### src/hdl/mwm_pkg.sv
// ----------------------------------------------------------------------------
// mwm_pkg
// Shared types and constants for the mecanum wheel mixer pipeline.
// ----------------------------------------------------------------------------
package mwm_pkg;

	localparam int NUM_WHEELS = 4;
	localparam int CMD_W      = 16;
	localparam int LIMIT_W    = 15;
	localparam int RAW_W      = 18;   // sum of three 16-bit signed values
	localparam int MAG_W      = 17;   // magnitude of a raw wheel speed
	localparam int PROD_W     = MAG_W + LIMIT_W;
	localparam int QUO_W      = LIMIT_W; // quotient never exceeds the limit
	localparam int DIV_STEPS  = QUO_W;

	localparam logic [LIMIT_W-1:0] LIMIT_RESET = 15'd6270;

	// chassis command beat
	typedef struct packed {
		logic signed [CMD_W-1:0] vel_forward;
		logic signed [CMD_W-1:0] vel_sideways;
		logic signed [CMD_W-1:0] rot_rate;
	} cmd_t;

	// wheel speed result beat
	typedef struct packed {
		logic signed [CMD_W-1:0] wheel_one;
		logic signed [CMD_W-1:0] wheel_two;
		logic signed [CMD_W-1:0] wheel_three;
		logic signed [CMD_W-1:0] wheel_four;
		logic                    was_scaled;
	} wheels_t;

	// mixer front end output: magnitudes, signs and peak
	typedef struct packed {
		logic [NUM_WHEELS-1:0][MAG_W-1:0] mag;
		logic [NUM_WHEELS-1:0]            neg;
		logic [NUM_WHEELS-1:0][CMD_W-1:0] raw;
		logic [MAG_W-1:0]                 peak;
		logic                             scale;
		logic [LIMIT_W-1:0]               limit;
	} mix_t;

	// sideband that rides beside the divider lanes
	typedef struct packed {
		logic [NUM_WHEELS-1:0]            neg;
		logic [NUM_WHEELS-1:0][CMD_W-1:0] raw;
		logic                             scale;
	} side_t;

endpackage

### src/hdl/mwm_div.sv
// ----------------------------------------------------------------------------
// mwm_div
// Pipelined restoring divider, one quotient bit per stage. The caller
// guarantees the quotient fits in QUO_W bits (dividend < divisor * 2^QUO_W).
// ----------------------------------------------------------------------------
module mwm_div (
	input  logic                        clk,
	input  logic [mwm_pkg::PROD_W-1:0]  dividend,
	input  logic [mwm_pkg::MAG_W-1:0]   divisor,
	output logic [mwm_pkg::QUO_W-1:0]   quotient
);
	import mwm_pkg::*;

	// index 0 is the unregistered input, index k the output of stage k
	logic [MAG_W-1:0] rem_s [DIV_STEPS+1];
	logic [QUO_W-1:0] low_s [DIV_STEPS+1];
	logic [MAG_W-1:0] dvs_s [DIV_STEPS+1];

	// upper bits start the partial remainder, lower bits shift in one a step
	assign rem_s[0] = dividend[PROD_W-1:QUO_W];
	assign low_s[0] = dividend[QUO_W-1:0];
	assign dvs_s[0] = divisor;

	for (genvar k = 0; k < DIV_STEPS; k++) begin : g_step
		logic [MAG_W:0]   trial;
		logic [MAG_W-1:0] diff;
		logic             ge;

		// compare and subtract for one quotient bit
		always_comb begin
			trial = {rem_s[k], low_s[k][QUO_W-1]};
			diff  = trial[MAG_W-1:0] - dvs_s[k];
			ge    = trial >= {1'b0, dvs_s[k]};
		end

		always_ff @(posedge clk) begin
			rem_s[k+1] <= ge ? diff : trial[MAG_W-1:0];
			low_s[k+1] <= {low_s[k][QUO_W-2:0], ge};
			dvs_s[k+1] <= dvs_s[k];
		end
	end

	assign quotient = low_s[DIV_STEPS];

endmodule

### config.mk
export PLATFORM = sky130hd
export DESIGN_NAME = mwm_div
export DESIGN_NICKNAME = d
export VERILOG_FILES = /design/src/hdl/mwm_pkg.sv /design/src/hdl/mwm_div.sv
export SDC_FILE = /design/constraint.sdc
export NUM_CORES = 1
export LEC_CHECK = 0
export BUFFER_PORTS_ARGS = -buffer_cell sky130_fd_sc_hd__buf_2
export CAP_MARGIN = 25
export CORE_MARGIN = 5
export CORE_UTILIZATION = 45
export CTS_CLUSTER_SIZE = 28
export DETAILED_ROUTE_END_ITERATION = 16
export SYNTH_ARGS = -nofsm -noshare
export SYNTH_HDL_FRONTEND = slang
export SYNTH_SLANG_ARGS = --single-unit
### constraint.sdc
create_clock -name clk -period 3.3 [get_ports clk]
set_input_delay 0.165 -clock clk [delete_from_list [all_inputs] [get_ports clk]]
set_output_delay 0.165 -clock clk [all_outputs]
set_load 0.01 [all_outputs]
==> reports/metrics.csv, run 1 <==
metric,value,unit
fin_hold_ws,0.07520,ns
cts-root-buf,clkbuf_16,
grt_pass1_vias,20520,
final_common_cell,dfxtp_1,
cts.sinks,701,
rsz0062_at_grt,false,
gr-total-overflow,0,
fill_cells,5531,
cp-end-kind,flop,
viasPerCell,5.052,
fmax,0.3171,GHz
start_kind,flop,
arrival,3.64,ns
place_hpwl,44890,um
ys_ff_latch,701,
maxCapViolCount,0,
fin_crit_sh,95.57,%
endpoint,g_step[10].trial[14]$_DFF_P_,
cts_tree,done,
drc_errors,0,
finalHoldViolCount,0,
synth_edf_count,0,
drtIter0Drc,883,
placed_cells,3688,
utilization,52.57,%
startpoint,g_step[9].trial[0]$_DFF_P_,
synthesis.area,28900,sq um
num_antenna_cells,0,
min_period,3.154,ns
stdcell_count,3879,
cts_buffers,76,
core_region_area,64000,sq um
gp_congestion,0.8815,
start_util,45.16,%
p_per_area,1107,nW/um^2
port_buffers,64,
setup_slack,0.1460,ns
path_class,reg2reg,
intPower,24400,uW
ff2ff_setup_slack,0.15,ns
syn-instance-count,2780,
drive_above_1_share,14.68,%
die_h,263.4,um
synth.area.top_cells,"dfxtp_1 49%, ha_1 11%, mux2_2 5.8%, inv_1 4.2%, xnor2_1 3.6%",
synth-seq-area-share,48.56,%
r2r_cells,13,
synth.net_count,3099,
critPathMaxFanout,18,
min_path_type,in2reg,
swShare,34.50,%
clk_pin_slew_worst_paths,0.06,ns
wl_per_cell,15.07,um
status,"finished, final reports clean",
htree_levels,3,
async_flop_share,0,%
worst_slew_pin_slew,1.087,ns
die_w,263.4,um
synth_warnings,0,
p_switching,12850,uW
combinationalPowerShare,43.7,%
synth_cell_types,83,
first_pass_iters,5,
finClkSkew,0.02777,ns
wirelength,58460,um
finalSetupTns,0,ns
final_cell_mix,"699 x dfxtp_1, 326 x inv_1, 255 x ha_1",
grt_use_total,16.43,%
die-area,69390,sq um
top_level_ports,65,
syn_to_final_growth,16.40,%
yosys.area.top_type,dfxtp_1,
max_slew_margin,25.69,%
synthFlopType,dfxtp_1,
p_leak,0.01534,uW
syn_avg_cell_area,10.40,sq um
maxSlewViolCount,0,
grt_max_degree,34,
num_vias,19600,
fin_nets,3282,
irDropWorstVdd,805.3,uV
synth_top_area_share,48.56,%
clk-insertion-delay-late,0.62,ns
timing.rr.start,g_step[9].trial[0]$_DFF_P_,
clock_path_buffers,3,
setup_viol,0,
timing.rr.end,g_step[10].trial[14]$_DFF_P_,
dpl_worst_slack,-0.04573,ns
crit_required,3.79,ns
grt_pass1_wl,95860,um
p_seq_share,32.8,%
ant_nets,0,
antenna_found_initial,0,
rows,93,
clkPwrFrac,23.5,%
-- critical path: stages (launching register included) --
cell and delay [ns]:
dfxtp_1 0.30, inv_1 0.04, ha_1 0.19, inv_1 0.07, fa_1 0.21, a21o_1 0.16, nand3_1 0.12, a311o_1 0.37
a21oi_1 0.50, o21ai_0 0.20, nand2_1 0.11, a211o_1 0.12, buf_4 0.26, mux2_2 0.38
-- flip-flops by register name (all words and copies together), names as in the netlist --
name	cells
low_s	196
dvs_s	238
quotient	15
g_step.trial	252
-- logic make-up after synthesis --
group	after synthesis	share of synthesized area (%)
AO/OA/AOI/OAI	613	14.01
XOR/XNOR	185	5.607
adder cells (fa/ha/maj)	269	12.01
buffers and inverters	374	5.260
flip-flops	701	48.56
multiplexers	177	6.983
AND/OR/NAND/NOR	461	7.568
-- routing by layer --
layer	wire length, um	global-route usage, %	up-vias
li1	-	-	9953
met1	22700	16.87	9152
met2	31370	31.88	330
met3	1642	2.636	160
met4	2743	8.337	0
met5	0	0	-
-- cell usage after synthesis, types with 32 or more instances --
master and count:
xor2_1 65, nor2_1 122, dfxtp_1 701, nand2_1 132, inv_1 326, o21ai_0 132
a21oi_1 181, nand3_1 36, ha_1 255, xnor2_1 120, a21o_1 71, nand4_1 32
nor3_1 39, mux2_2 150, o21bai_1 40
-- worst min-delay path by stage --
stage | startpoint | end | slack (ns) | depth (start not counted)
5_1_grt | dividend[31] | low_s[210]$_DFF_P_ | 0.05 | 5
3_5_place_dp | dividend[6] | low_s[217]$_DFF_P_ | 0.27 | 1
2_1_floorplan | divisor[0] | dvs_s[238]$_DFF_P_ | 0.19 | 0
6_report | dividend[31] | low_s[210]$_DFF_P_ | 0.08 | 5
4_1_cts | dividend[31] | low_s[210]$_DFF_P_ | 0.02 | 5
3_3_place_gp | dividend[3] | low_s[214]$_DFF_P_ | 0.27 | 1
-- final cells by class --
| cell class | instances | area, sq um | area share, % |
|---|---|---|---|
| sequential | 701 | 14040 | 41.72 |
| clock buffer | 99 | 2160 | 6.419 |
| inverter | 326 | 1224 | 3.637 |
| timing repair buffer | 153 | 1246 | 3.704 |
| clock inverter | 40 | 521.8 | 1.551 |
| multi-input combinational | 1705 | 13380 | 39.79 |
| tap | 855 | 1070 | 3.180 |
-- power groups by stage --
stage	Sequential [uW]	Clock [uW]	Combinational, uW
finish	12200	8750	16300
global route	12500	9410	18000
CTS	12300	9030	16200
detailed placement	12400	0	16000
global placement	12400	0	15500
floorplan	11900	0	12700
-- stage by stage --
step	power (uW)	instance area, sq um
finish	37250	33640
global route	39900	33640
CTS	37480	33560
detailed placement	28420	30400
global placement	27940	30400
floorplan	24590	28900
-- what timing repair did --
action,in CTS,in global routing
gates cloned,0,1
setup endpoints to repair,11,48
resized for setup,1,9
hold buffers,48,0
setup buffers,0,2
hold endpoints to repair,48,0
pin swaps,0,3
Note: power is estimated with default switching activity, not from simulation.
==> run 2: changes to the inputs <==
--- a/config.mk
+++ b/config.mk
@@ -11,6 +11,7 @@
 export CORE_UTILIZATION = 45
 export CTS_CLUSTER_SIZE = 28
 export DETAILED_ROUTE_END_ITERATION = 16
+export RECOVER_POWER = 25
 export SYNTH_ARGS = -nofsm -noshare
 export SYNTH_HDL_FRONTEND = slang
 export SYNTH_SLANG_ARGS = --single-unit
==> run 2 against run 1 <==
  * Final area about the same
  * Clock power about the same
  * Sequential power about the same
  * Via count barely moved
  * First-iteration DRC count is 2.8% lower
  * Critical path type unchanged
==> reports/metrics.csv, run 2 (synthesized netlist as in run 1, its figures left out) <==
metric,value,unit
finClkSkew,0.02714,ns
setup_slack,0.1539,ns
port_buffers,64,
final_common_cell,dfxtp_1,
p_per_area,1108,nW/um^2
grt_max_degree,34,
min_path_type,in2reg,
cts-root-buf,clkbuf_16,
wirelength,58470,um
cts.sinks,701,
p_switching,12850,uW
start_kind,flop,
ant_nets,0,
dpl_worst_slack,-0.04573,ns
crit_chain,"inv_1, ha_1, inv_1, fa_1, a21o_1, nand3_1, a311o_1, a21oi_1, o21ai_0, nand2_1, a211o_1, buf_4, mux2_2",
gp_congestion,0.8815,
critPathMaxFanout,18,
finalHoldViolCount,0,
grt_pass1_vias,20520,
irDropWorstVdd,803.2,uV
final_cell_mix,"699 x dfxtp_1, 326 x inv_1, 255 x ha_1",
syn_to_final_growth,16.34,%
num_vias,19610,
swShare,34.51,%
die_h,263.4,um
drive_above_1_share,14.15,%
rows,93,
htree_levels,3,
first_pass_iters,5,
die-area,69390,sq um
worst_slew_pin_slew,1.103,ns
p_leak,0.01530,uW
crit_required,3.79,ns
clock_path_buffers,3,
grt_pass1_wl,95860,um
start_util,45.16,%
slowest_stage,a21oi_1,
place_hpwl,44890,um
gr-total-overflow,0,
fill_cells,5546,
viasPerCell,5.053,
die_w,263.4,um
fin_hold_ws,0.06918,ns
fmax,0.3179,GHz
intPower,24400,uW
antenna_found_initial,0,
arrival,3.63,ns
maxCapViolCount,0,
fin_crit_sh,95.34,%
setup_viol,0,
fin_nets,3282,
path_class,reg2reg,
p_seq_share,32.8,%
drtIter0Drc,858,
maxSlewViolCount,0,
min_period,3.146,ns
largest_register_ffs,252,
clk-insertion-delay-late,0.62,ns
clk_pin_slew_worst_paths,0.06,ns
clkPwrFrac,23.5,%
cp-end-kind,flop,
utilization,52.54,%
grt_use_total,16.43,%
cts_buffers,76,
combinationalPowerShare,43.7,%
core_region_area,64000,sq um
rsz0062_at_grt,false,
wl_per_cell,15.07,um
max_slew_margin,24.56,%
worst_path_largest_cell_delay,0.50,ns
drc_errors,0,
top_level_ports,65,
cts_tree,done,
crit_top_cell,inv_1,
status,"finished, final reports clean",
[run 2: metrics by stage]
step	TNS [ns]	cells	total power [uW]	area [sq um]
2_1_floorplan	0	2780	24590	28900
3_3_place_gp	-0.2707	3688	27940	30400
3_5_place_dp	-0.1385	3688	28420	30400
4_1_cts	0	3875	37480	33560
5_1_grt	0	3879	39890	33620
6_report	0	3880	37250	33620
[run 2: area by class of cell]
class / instances / area (sq um) / area share (%)
Clock buffer: 99 / 2160 / 6.423
Antenna cell: 1 / 2.502 / 0.007442
Sequential cell: 701 / 14040 / 41.74
Multi-Input combinational cell: 1705 / 13380 / 39.81
Timing Repair Buffer: 153 / 1226 / 3.647
Clock inverter: 40 / 521.8 / 1.552
Inverter: 326 / 1224 / 3.639
Tap cell: 855 / 1070 / 3.182
[run 2: what timing repair did]
action / in CTS / in global routing
setup endpoints to repair: 11 / 48
buffers inserted: 0 / 2
hold endpoints to repair: 48 / 0
gates resized for setup: 1 / 9
hold buffers: 48 / 0
pin swaps: 0 / 3
cloned: 0 / 1
[run 2: power by group through the flow]
stage	combinational [uW]	sequential, uW	clock, uW
global placement	15500	12400	0
detailed placement	16000	12400	0
global route	18000	12500	9410
finish	16300	12200	8760
floorplan	12700	11900	0
CTS	16200	12300	9030
[run 2: worst max-delay path: cells and delay by family, from the launching register on]
family                     cells  cell delay, ns
AOI/OAI and AO/OA              5            1.35
adders and majority gates      2            0.40
buffers and inverters          3            0.37
DFF                            1            0.30
muxes                          1            0.38
and+or+nand+nor                2            0.23
[run 2: routing by layer]
metal | wire length, um | global-route usage [%] | up-vias
li1 | - | - | 9954
met1 | 22580 | 16.87 | 9142
met2 | 31390 | 31.88 | 350
met3 | 1740 | 2.636 | 161
met4 | 2749 | 8.337 | 0
met5 | 0 | 0 | -
[run 2: worst paths after layout]
path,cells past startpoint,end,slack (ns),startpoint
worst min-delay path,5,low_s[210]$_DFF_P_,0.07,dividend[31]
worst max register to register,13,g_step[10].trial[14]$_DFF_P_,0.15,g_step[9].trial[0]$_DFF_P_
worst max-delay path,13,g_step[10].trial[14]$_DFF_P_,0.15,g_step[9].trial[0]$_DFF_P_
worst min register to register,0,g_step[8].trial[0]$_DFF_P_,0.32,low_s[133]$_DFF_P_
