File: src/hdl/mwm_pkg.sv
// ----------------------------------------------------------------------------
// mwm_pkg
// Shared types and constants for the mecanum wheel mixer pipeline.
// ----------------------------------------------------------------------------
package mwm_pkg;

	localparam int NUM_WHEELS = 4;
	localparam int CMD_W      = 16;
	localparam int LIMIT_W    = 15;
	localparam int RAW_W      = 18;   // sum of three 16-bit signed values
	localparam int MAG_W      = 17;   // magnitude of a raw wheel speed
	localparam int PROD_W     = MAG_W + LIMIT_W;
	localparam int QUO_W      = LIMIT_W; // quotient never exceeds the limit
	localparam int DIV_STEPS  = QUO_W;

	localparam logic [LIMIT_W-1:0] LIMIT_RESET = 15'd6270;

	// chassis command beat
	typedef struct packed {
		logic signed [CMD_W-1:0] vel_forward;
		logic signed [CMD_W-1:0] vel_sideways;
		logic signed [CMD_W-1:0] rot_rate;
	} cmd_t;

	// wheel speed result beat
	typedef struct packed {
		logic signed [CMD_W-1:0] wheel_one;
		logic signed [CMD_W-1:0] wheel_two;
		logic signed [CMD_W-1:0] wheel_three;
		logic signed [CMD_W-1:0] wheel_four;
		logic                    was_scaled;
	} wheels_t;

	// mixer front end output: magnitudes, signs and peak
	typedef struct packed {
		logic [NUM_WHEELS-1:0][MAG_W-1:0] mag;
		logic [NUM_WHEELS-1:0]            neg;
		logic [NUM_WHEELS-1:0][CMD_W-1:0] raw;
		logic [MAG_W-1:0]                 peak;
		logic                             scale;
		logic [LIMIT_W-1:0]               limit;
	} mix_t;

	// sideband that rides beside the divider lanes
	typedef struct packed {
		logic [NUM_WHEELS-1:0]            neg;
		logic [NUM_WHEELS-1:0][CMD_W-1:0] raw;
		logic                             scale;
	} side_t;

endpackage

File: src/hdl/mwm_mix.sv
// ----------------------------------------------------------------------------
// mwm_mix
// Three-stage front end: wheel sums, magnitudes, peak search and limit check.
// ----------------------------------------------------------------------------
module mwm_mix (
	input  logic                         clk,
	input  logic                         arst_n,
	input  logic                         in_vld,
	input  mwm_pkg::cmd_t                cmd,
	input  logic [mwm_pkg::LIMIT_W-1:0]  limit,
	output logic                         out_vld,
	output mwm_pkg::mix_t                mix
);
	import mwm_pkg::*;

	logic                                  vld_s1, vld_s2, vld_s3;
	logic signed [NUM_WHEELS-1:0][RAW_W-1:0] raw_s1;
	logic [LIMIT_W-1:0]                    limit_s1, limit_s2;
	logic [NUM_WHEELS-1:0][MAG_W-1:0]      mag_s2;
	logic [NUM_WHEELS-1:0]                 neg_s2;
	logic [NUM_WHEELS-1:0][CMD_W-1:0]      raw_s2;
	logic [MAG_W-1:0]                      max01_s2, max23_s2;
	mix_t                                  mix_s3;

	logic signed [RAW_W-1:0]               fwd, side, rot;
	logic [NUM_WHEELS-1:0][MAG_W-1:0]      mag;
	logic [MAG_W-1:0]                      peak;

	// valid bits
	always_ff @(posedge clk or negedge arst_n) begin
		if (!arst_n) begin
			vld_s1 <= 1'b0;
			vld_s2 <= 1'b0;
			vld_s3 <= 1'b0;
		end else begin
			vld_s1 <= in_vld;
			vld_s2 <= vld_s1;
			vld_s3 <= vld_s2;
		end
	end

	// stage 1: raw wheel sums
	assign fwd  = RAW_W'(cmd.vel_forward);
	assign side = RAW_W'(cmd.vel_sideways);
	assign rot  = RAW_W'(cmd.rot_rate);

	always_ff @(posedge clk) begin
		raw_s1[0] <=  fwd - side + rot;
		raw_s1[1] <=  fwd + side + rot;
		raw_s1[2] <= -fwd + side + rot;
		raw_s1[3] <= -fwd - side + rot;
		limit_s1  <= limit;
	end

	// stage 2: magnitudes and pairwise maxima
	always_comb begin
		for (int i = 0; i < NUM_WHEELS; i++) begin
			if (raw_s1[i][RAW_W-1])
				mag[i] = MAG_W'(-raw_s1[i]);
			else
				mag[i] = MAG_W'(raw_s1[i]);
		end
	end

	always_ff @(posedge clk) begin
		for (int i = 0; i < NUM_WHEELS; i++) begin
			mag_s2[i] <= mag[i];
			neg_s2[i] <= raw_s1[i][RAW_W-1];
			raw_s2[i] <= raw_s1[i][CMD_W-1:0];
		end
		max01_s2 <= (mag[0] > mag[1]) ? mag[0] : mag[1];
		max23_s2 <= (mag[2] > mag[3]) ? mag[2] : mag[3];
		limit_s2 <= limit_s1;
	end

	// stage 3: peak and limit compare
	assign peak = (max01_s2 > max23_s2) ? max01_s2 : max23_s2;

	always_ff @(posedge clk) begin
		mix_s3.mag   <= mag_s2;
		mix_s3.neg   <= neg_s2;
		mix_s3.raw   <= raw_s2;
		mix_s3.peak  <= peak;
		mix_s3.scale <= peak > MAG_W'(limit_s2);
		mix_s3.limit <= limit_s2;
	end

	assign out_vld = vld_s3;
	assign mix     = mix_s3;

endmodule

File: config.mk
export PLATFORM = sky130hd
export DESIGN_NAME = mwm_mix
export DESIGN_NICKNAME = d
export VERILOG_FILES = /design/src/hdl/mwm_pkg.sv /design/src/hdl/mwm_mix.sv
export SDC_FILE = /design/constraint.sdc
export NUM_CORES = 1
export LEC_CHECK = 0
export ABC_AREA = 1
export ABC_CLOCK_PERIOD_IN_PS = 6500
export BUFFER_PORTS_ARGS = -buffer_cell sky130_fd_sc_hd__buf_2
export CORE_UTILIZATION = 50
export DETAILED_ROUTE_END_ITERATION = 8
export HOLD_SLACK_MARGIN = 0.08
export PLACE_DENSITY = 0.76
export SLEW_MARGIN = 15
export SYNTH_ARGS = -nofsm -noshare
export SYNTH_HDL_FRONTEND = slang
export SYNTH_SLANG_ARGS = --single-unit
File: constraint.sdc
create_clock -name clk -period 6.5 [get_ports clk]
set_input_delay 0.325 -clock clk [delete_from_list [all_inputs] [get_ports clk]]
set_output_delay 0.325 -clock clk [all_outputs]
set_load 0.02 [all_outputs]
==> reports/metrics.cfg, run 1 <==
[clock_network]
cts_sinks = 427
post_cts.repair.setup_buffers = 0
htree_num_levels = 2
tritoncts = built
clock-root-buffer = clkbuf_16
cts_max_path_buffers = 3
clk_latency_ns = 0.57
cts.repair.resized = 0
cts_made_buffers = 41
path_clk_slew_ns = 0.06

[yosys]
synth_seq_area_share_pct = 47.6
ys_warn_count = 0
synthTopCellsByCount = 424 x dfxtp_1, 366 x nand2_1, 343 x inv_1
synth_ff_type = dfxtp_1
syn_area_mm2 = 0.0180
avgSynthCellArea_um2 = 9.18
syn-num-nets = 2233
syn_inst = 1962
synth_area_leaders = dfxtp_1 47%, ha_1 9.6%, nand2_1 7.6%
synth.distinct_cells = 49
ys_seq_elements = 427
yosysMostFrequentCell = dfxtp_1
synth_top_area_share_pct = 47.1
yosysTopAreaCell = dfxtp_1
async_flop_share_pct = 0.703
synth_edf_count = 0

[place]
dp_hpwl_um = 36500
globalplace.congestion = 0.926
placed_cell_area_mm2 = 0.0196
port_buffers = 235

[route]
routed_via_density = 4.91
drc_errors = 0
wirelength_um = 45300
drtIter0Drc = 692
ant_nets = 0
vias = 13389
wire_per_inst_um = 16.6
drt_first_pass_iters = 5

[power_and_ir_drop]
power_leakage_nw = 11.0
finalPower_mw = 12.3
peakVddDrop_mv = 0.507
power.density_mw_per_mm2 = 578

[final_layout]
drive_above_1_share_pct = 15.6
areaGrowthSynthToFinish_pct = 17.7
utilization_pct = 59.7
diodes = 0
design_area_mm2 = 0.0212
final_nets = 2507
fill_cells = 3086

[critical_path]
cp_cell_sequence = inv_1 > or2_2 > xor2_1 > inv_1 > ha_1 > a21oi_1 > nor2_1 > o21ai_0 > nand2_1 > nand2_1 > nand3_1 > nand2_1 > inv_2 > nand2_1 > nand2_1
path_max_fanout = 21
arrival_ns = 4.03
rr_worst_depth = 15
r2r-start = raw_s1[71]
worstPathRequired_ns = 6.95
critPathSlowestCell = dfxtp_1
slowest_delay_ns = 0.81
rrSetupSlack_ns = 2.92
cp-start-kind = flop
crit_top_cell = nand2_1
path_class = reg2reg
cp-end-kind = flop
r2r-end = max23_s2[11]

[sta]
slew_headroom_pct = 35.5
tightestPinTransition_ns = 0.965
hold_viol = 0
rsz0062_at_grt = false
fin_skew_ns = 0.0273
setup_viol = 0
slew_violations = 0
fin_crit_ns = 3.58
fin_crit_sh_pct = 55.1
fmax_ghz = 0.279
fin_tns_setup_ns = 0

[floorplanning]
rows = 69
io_pins = 236
die-area_mm2 = 0.0368
core_mm2 = 0.0355
initial_utilization_pct = 50.7
die_x_um = 192
die_height_um = 192

[worst_hold_path]
hold_path.class = reg2reg
whs_path_depth = 0
holdPathEnd = mix[159]
hold_start = mag_s2[58]

[grt]
grt_pass1_vias = 13219
grt_max_degree = 32
track_usage_pct = 24.7
grt_pass1_wl_um = 68600
antenna_found_initial = 1
grt-ovfl-total = 0

[flow_run]
max_cap_viol_count = 0

[status]
status = finished clean

stage by stage:
stage	setup WS, ns	instances	hold WS [ns]
floorplan	3.35	1962	0.0294
global placement	2.86	2636	0.119
detailed placement	2.73	2636	0.122
CTS	2.98	2728	0.293
global route	2.53	2728	0.318
finish	2.92	2728	0.320
metal layers:
metal | part of all wire [%] | GRT usage (%) | wire length (um) | up-vias
li1 | - | - | - | 6637
met1 | 44 | 31.5 | 20000 | 6233
met4 | 2.7 | 9.10 | 1230 | 2
met2 | 46 | 41.7 | 21000 | 443
met5 | 0.020 | 0 | 9 | -
met3 | 6.6 | 4.18 | 2980 | 74
how the worst max path moves through the flow:
| stage | from | end | slack, ns | cells past startpoint |
|---|---|---|---|---|
| after floorplan | cmd[33] | raw_s1[53] | 3.35 | 23 |
| after CTS | raw_s1[71] | max23_s2[11] | 2.98 | 15 |
| after global routing | raw_s1[71] | max23_s2[12] | 2.53 | 15 |
| final | raw_s1[71] | max23_s2[11] | 2.92 | 15 |
| after global placement | cmd[33] | raw_s1[52] | 2.86 | 20 |
| after detailed placement | cmd[33] | raw_s1[52] | 2.73 | 20 |
worst max-delay path, delay by kind of cell, from the launching register on:
family	cells	cell delay, ns
and+or+nand+nor	8	1.23
DFF	1	0.81
buffers and inverters	3	0.48
xor gates and xnor gates	1	0.32
adders and majority gates	1	0.32
AOI/OAI and AO/OA	2	0.29
final cells by class:
| type | count | area (um2) | share of cell area (%) |
|---|---|---|---|
| flip-flops and latches | 427 | 8560 | 40.4 |
| multi-input cells | 1160 | 7980 | 37.7 |
| repair buffers | 253 | 1360 | 6.40 |
| inverters | 353 | 1330 | 6.25 |
| clock buffers | 52 | 1140 | 5.38 |
| well taps | 461 | 577 | 2.72 |
| clock inverters | 22 | 250 | 1.18 |
cells in the final DEF (no fill, tap or decap), types with 7 or more instances in the layout:
cell	count
o21ai_1	13
nor3_1	14
nor2_2	7
inv_1	343
buf_2	235
nand3_1	93
nand4_1	27
nor2_1	112
ha_1	138
clkbuf_16	43
o21ai_0	37
dfxtp_1	424
a21o_1	7
inv_2	8
dlygate4sd3_1	18
clkinv_2	9
fa_1	67
a21oi_1	100
nand2_1	366
xnor2_1	19
xor2_1	95
power by group:
group          leakage (nW)  internal [mW]  switching [mW]
clock                 0.687           1.42            1.00
sequential             3.61           3.89           0.643
combinational          6.66           1.76            3.55
state kept, by name, indices dropped and copies added (netlist names):
signal and count:
vld_s2 1, limit_s1 15, limit_s2 15, max01_s2 17
mix 162, neg_s2 4, vld_s1 1, mag_s2 64
raw_s2 61, raw_s1 69, out_vld 1, max23_s2 17
kinds of logic after synthesis:
group                    count (synthesis)  synth area share [%]
adder cells (fa/ha/maj)                205                  17.0
AO/OA/AOI/OAI                          189                  5.89
buffers and inverters                  375                  8.11
XOR/XNOR                               117                  5.82
AND/OR/NAND/NOR                        649                  15.6
flip-flops                             427                  47.6
what timing repair did:
action                                  4_1_cts  5_1_grt
hold buffers                                 18        0
endpoints found under the hold margin        19        0
endpoints found under the setup margin        0        0
Power figures use the tool's default switching activity.
==> run 2, diff against run 1 <==
--- a/config.mk
+++ b/config.mk
@@ -6,7 +6,7 @@
 export NUM_CORES = 1
 export LEC_CHECK = 0
 export ABC_AREA = 1
-export ABC_CLOCK_PERIOD_IN_PS = 6500
+export ABC_CLOCK_PERIOD_IN_PS = 3400
 export BUFFER_PORTS_ARGS = -buffer_cell sky130_fd_sc_hd__buf_2
 export CORE_UTILIZATION = 50
 export DETAILED_ROUTE_END_ITERATION = 8
==> constraint.sdc (replaced) <==
create_clock -name clk -period 3.4 [get_ports clk]
set_input_delay 0.17 -clock clk [delete_from_list [all_inputs] [get_ports clk]]
set_output_delay 0.17 -clock clk [all_outputs]
set_load 0.02 [all_outputs]
==> run 2 against run 1 <==
Against the previous run: the run now ends with DRC left; critical path depth up 7; setup slack worse by 2.7 ns; sequential share of layout area is 0.79 points lower; non-clock buffer count up 60; sequential cell count unchanged; hold slack worse by 0.17 ns; final cell count grew 2.3%; clock skew decreased by 0.00081 ns; die area did not move; utilization is 1.2 points higher; maximum frequency up 12%; combinational power increased by 110%.
==> reports/metrics.cfg, run 2 (synthesis results as in run 1) <==
[status]
status = complete, but fails checks
violations = DRC

[critical_path]
path_max_fanout = 18  ; -14%
rrSetupSlack_ns = 0.20  ; -2.71 ns
path_class = reg2reg
rr_worst_depth = 22  ; +7
r2r-end = mix[15]
arrival_ns = 3.64  ; -0.39 ns
cp-end-kind = flop
worstPathRequired_ns = 3.84  ; -3.11 ns
cp-start-kind = flop
r2r-start = max01_s2[12]

[grt]
antenna_found_initial = 1  ; unchanged
grt_pass1_vias = 13505  ; +2.2%
track_usage_pct = 24.7  ; about the same
grt-ovfl-total = 0  ; unchanged
grt_pass1_wl_um = 69300  ; +1.0%
grt_max_degree = 19  ; -41%

[sta]
slew_headroom_pct = 57.6  ; +22 points
fin_ws_ns = 0.203  ; -2.71 ns
slew_violations = 0  ; unchanged
worst_hold_slack_ns = 0.148  ; -0.173 ns
fin_skew_ns = 0.0265  ; -0.000810 ns
fmax_ghz = 0.313  ; +12%
rsz0062_at_grt = false
fin_tns_setup_ns = 0  ; unchanged
fin_crit_ns = 3.20  ; -0.387 ns
fin_crit_sh_pct = 94.0  ; +39 points
setup_viol = 0  ; unchanged
hold_viol = 0  ; unchanged
tightestPinTransition_ns = 0.635  ; -0.331 ns

[clock_network]
htree_num_levels = 2  ; unchanged
cts_made_buffers = 42  ; +2.4%
path_clk_slew_ns = 0.06  ; about the same
cts.repair.resized = 0  ; unchanged
cts_sinks = 427  ; unchanged
tritoncts = built
post_cts.repair.setup_buffers = 0  ; unchanged
cts_max_path_buffers = 3  ; unchanged
cts_hold_buf = 18  ; unchanged
clock-root-buffer = clkbuf_16
clk_latency_ns = 0.56  ; about the same

[final_layout]
fill_cells = 2981  ; -3.4%
utilization_pct = 60.9  ; +1.2 points
areaGrowthSynthToFinish_pct = 20.0
drive_above_1_share_pct = 17.9  ; +2.3 points
final_common_cell = dfxtp_1
mostFrequentLayoutCells = 424 x dfxtp_1, 366 x nand2_1, 343 x inv_1
largest_register_ffs = 162  ; unchanged
diodes = 0  ; unchanged
final_nets = 2568  ; +2.4%

[floorplanning]
die-area_mm2 = 0.0368  ; unchanged
die_x_um = 192  ; unchanged
die_height_um = 192  ; unchanged
io_pins = 236  ; unchanged
rows = 69  ; unchanged
core_mm2 = 0.0355  ; unchanged
initial_utilization_pct = 50.7  ; unchanged

[place]
globalplace.congestion = 0.953  ; +3.0%
dp_slack_ns = -0.00114  ; -2.74 ns
dp_hpwl_um = 36500  ; -0.22%
port_buffers = 235  ; unchanged

[route]
wirelength_um = 45200  ; -0.27%
wire_per_inst_um = 16.2  ; -2.5%
drc_errors = 2  ; +2
routed_via_density = 4.89  ; -0.37%
drtIter0Drc = 812  ; +17%
drt_first_pass_iters = 7  ; +2
ant_nets = 0  ; unchanged
vias = 13648  ; +1.9%

[worst_hold_path]
hold_start = cmd[16]
hold_path.class = in2reg
whs_path_depth = 4  ; +4
holdPathEnd = raw_s1[54]

[power_and_ir_drop]
finalPower_mw = 23.9  ; +95%
power_leakage_nw = 11.2  ; +2.3%
peakVddDrop_mv = 0.864  ; +71%
power.density_mw_per_mm2 = 1110  ; +92%

[flow_run]
max_cap_viol_count = 0  ; unchanged

run 2: how the worst max path moves through the flow:
stage,startpoint,to,cells after the start
global placement,cmd[32],raw_s1[68],19
floorplan,cmd[33],raw_s1[53],23
CTS,raw_s1[54],max23_s2[5],16
finish,max01_s2[12],mix[15],22
global route,raw_s1[54],max01_s2[16],19
detailed placement,cmd[32],raw_s1[68],19
run 2: area by class of cell:
type                    count  area, um2  share of cell area, %
flip-flops and latches    427       8560                   39.6
multi-input cells        1160       7980                   36.9
repair buffers            313       1810                   8.36
inverters                 353       1330                   6.13
clock buffers              55       1180                   5.46
well taps                 461        577                   2.67
clock inverters            22        180                  0.833
run 2: power breakdown:
| part | internal, mW | switching (mW) | total [mW] | leakage, nW |
|---|---|---|---|---|
| logic | 3.84 | 7.02 | 10.9 | 6.94 |
| clock network | 2.56 | 1.95 | 4.51 | 0.651 |
| registers | 7.42 | 1.15 | 8.58 | 3.61 |
| total | 13.8 | 10.1 | 23.9 | 11.2 |
run 2: worst max-delay path: stages, from the launching register on:
cell,delay (ns)
dfxtp_1,0.42
ha_1,0.28
a21oi_1,0.16
nand2_1,0.08
a21oi_1,0.23
nand3_2,0.13
nand2_1,0.09
buf_4,0.22
nor2_1,0.06
a21oi_1,0.33
ha_1,0.34
nand2_1,0.07
nand2_1,0.04
nand2_1,0.06
nand2_1,0.06
nand2_1,0.06
nand4_1,0.09
nand2_1,0.07
nand2_1,0.05
nand2_1,0.07
nand2_1,0.06
nand2_1,0.07
nand2_1,0.05
run 2: layer usage:
metal / vias to the layer above / GRT usage [%] / part of all wire (%)
met2: 464 / 41.4 / 47
met4: 0 / 7.42 / 2.2
li1: 6755 / - / -
met3: 59 / 4.26 / 6.6
met1: 6370 / 32.3 / 45
met5: - / 0 / 0
run 2: through the flow:
step / cell area [um2] / cells
detailed placement: 20100 / 2696
floorplan: 18000 / 1962
global route: 21600 / 2791
CTS: 21600 / 2791
global placement: 20100 / 2696
finish: 21600 / 2791
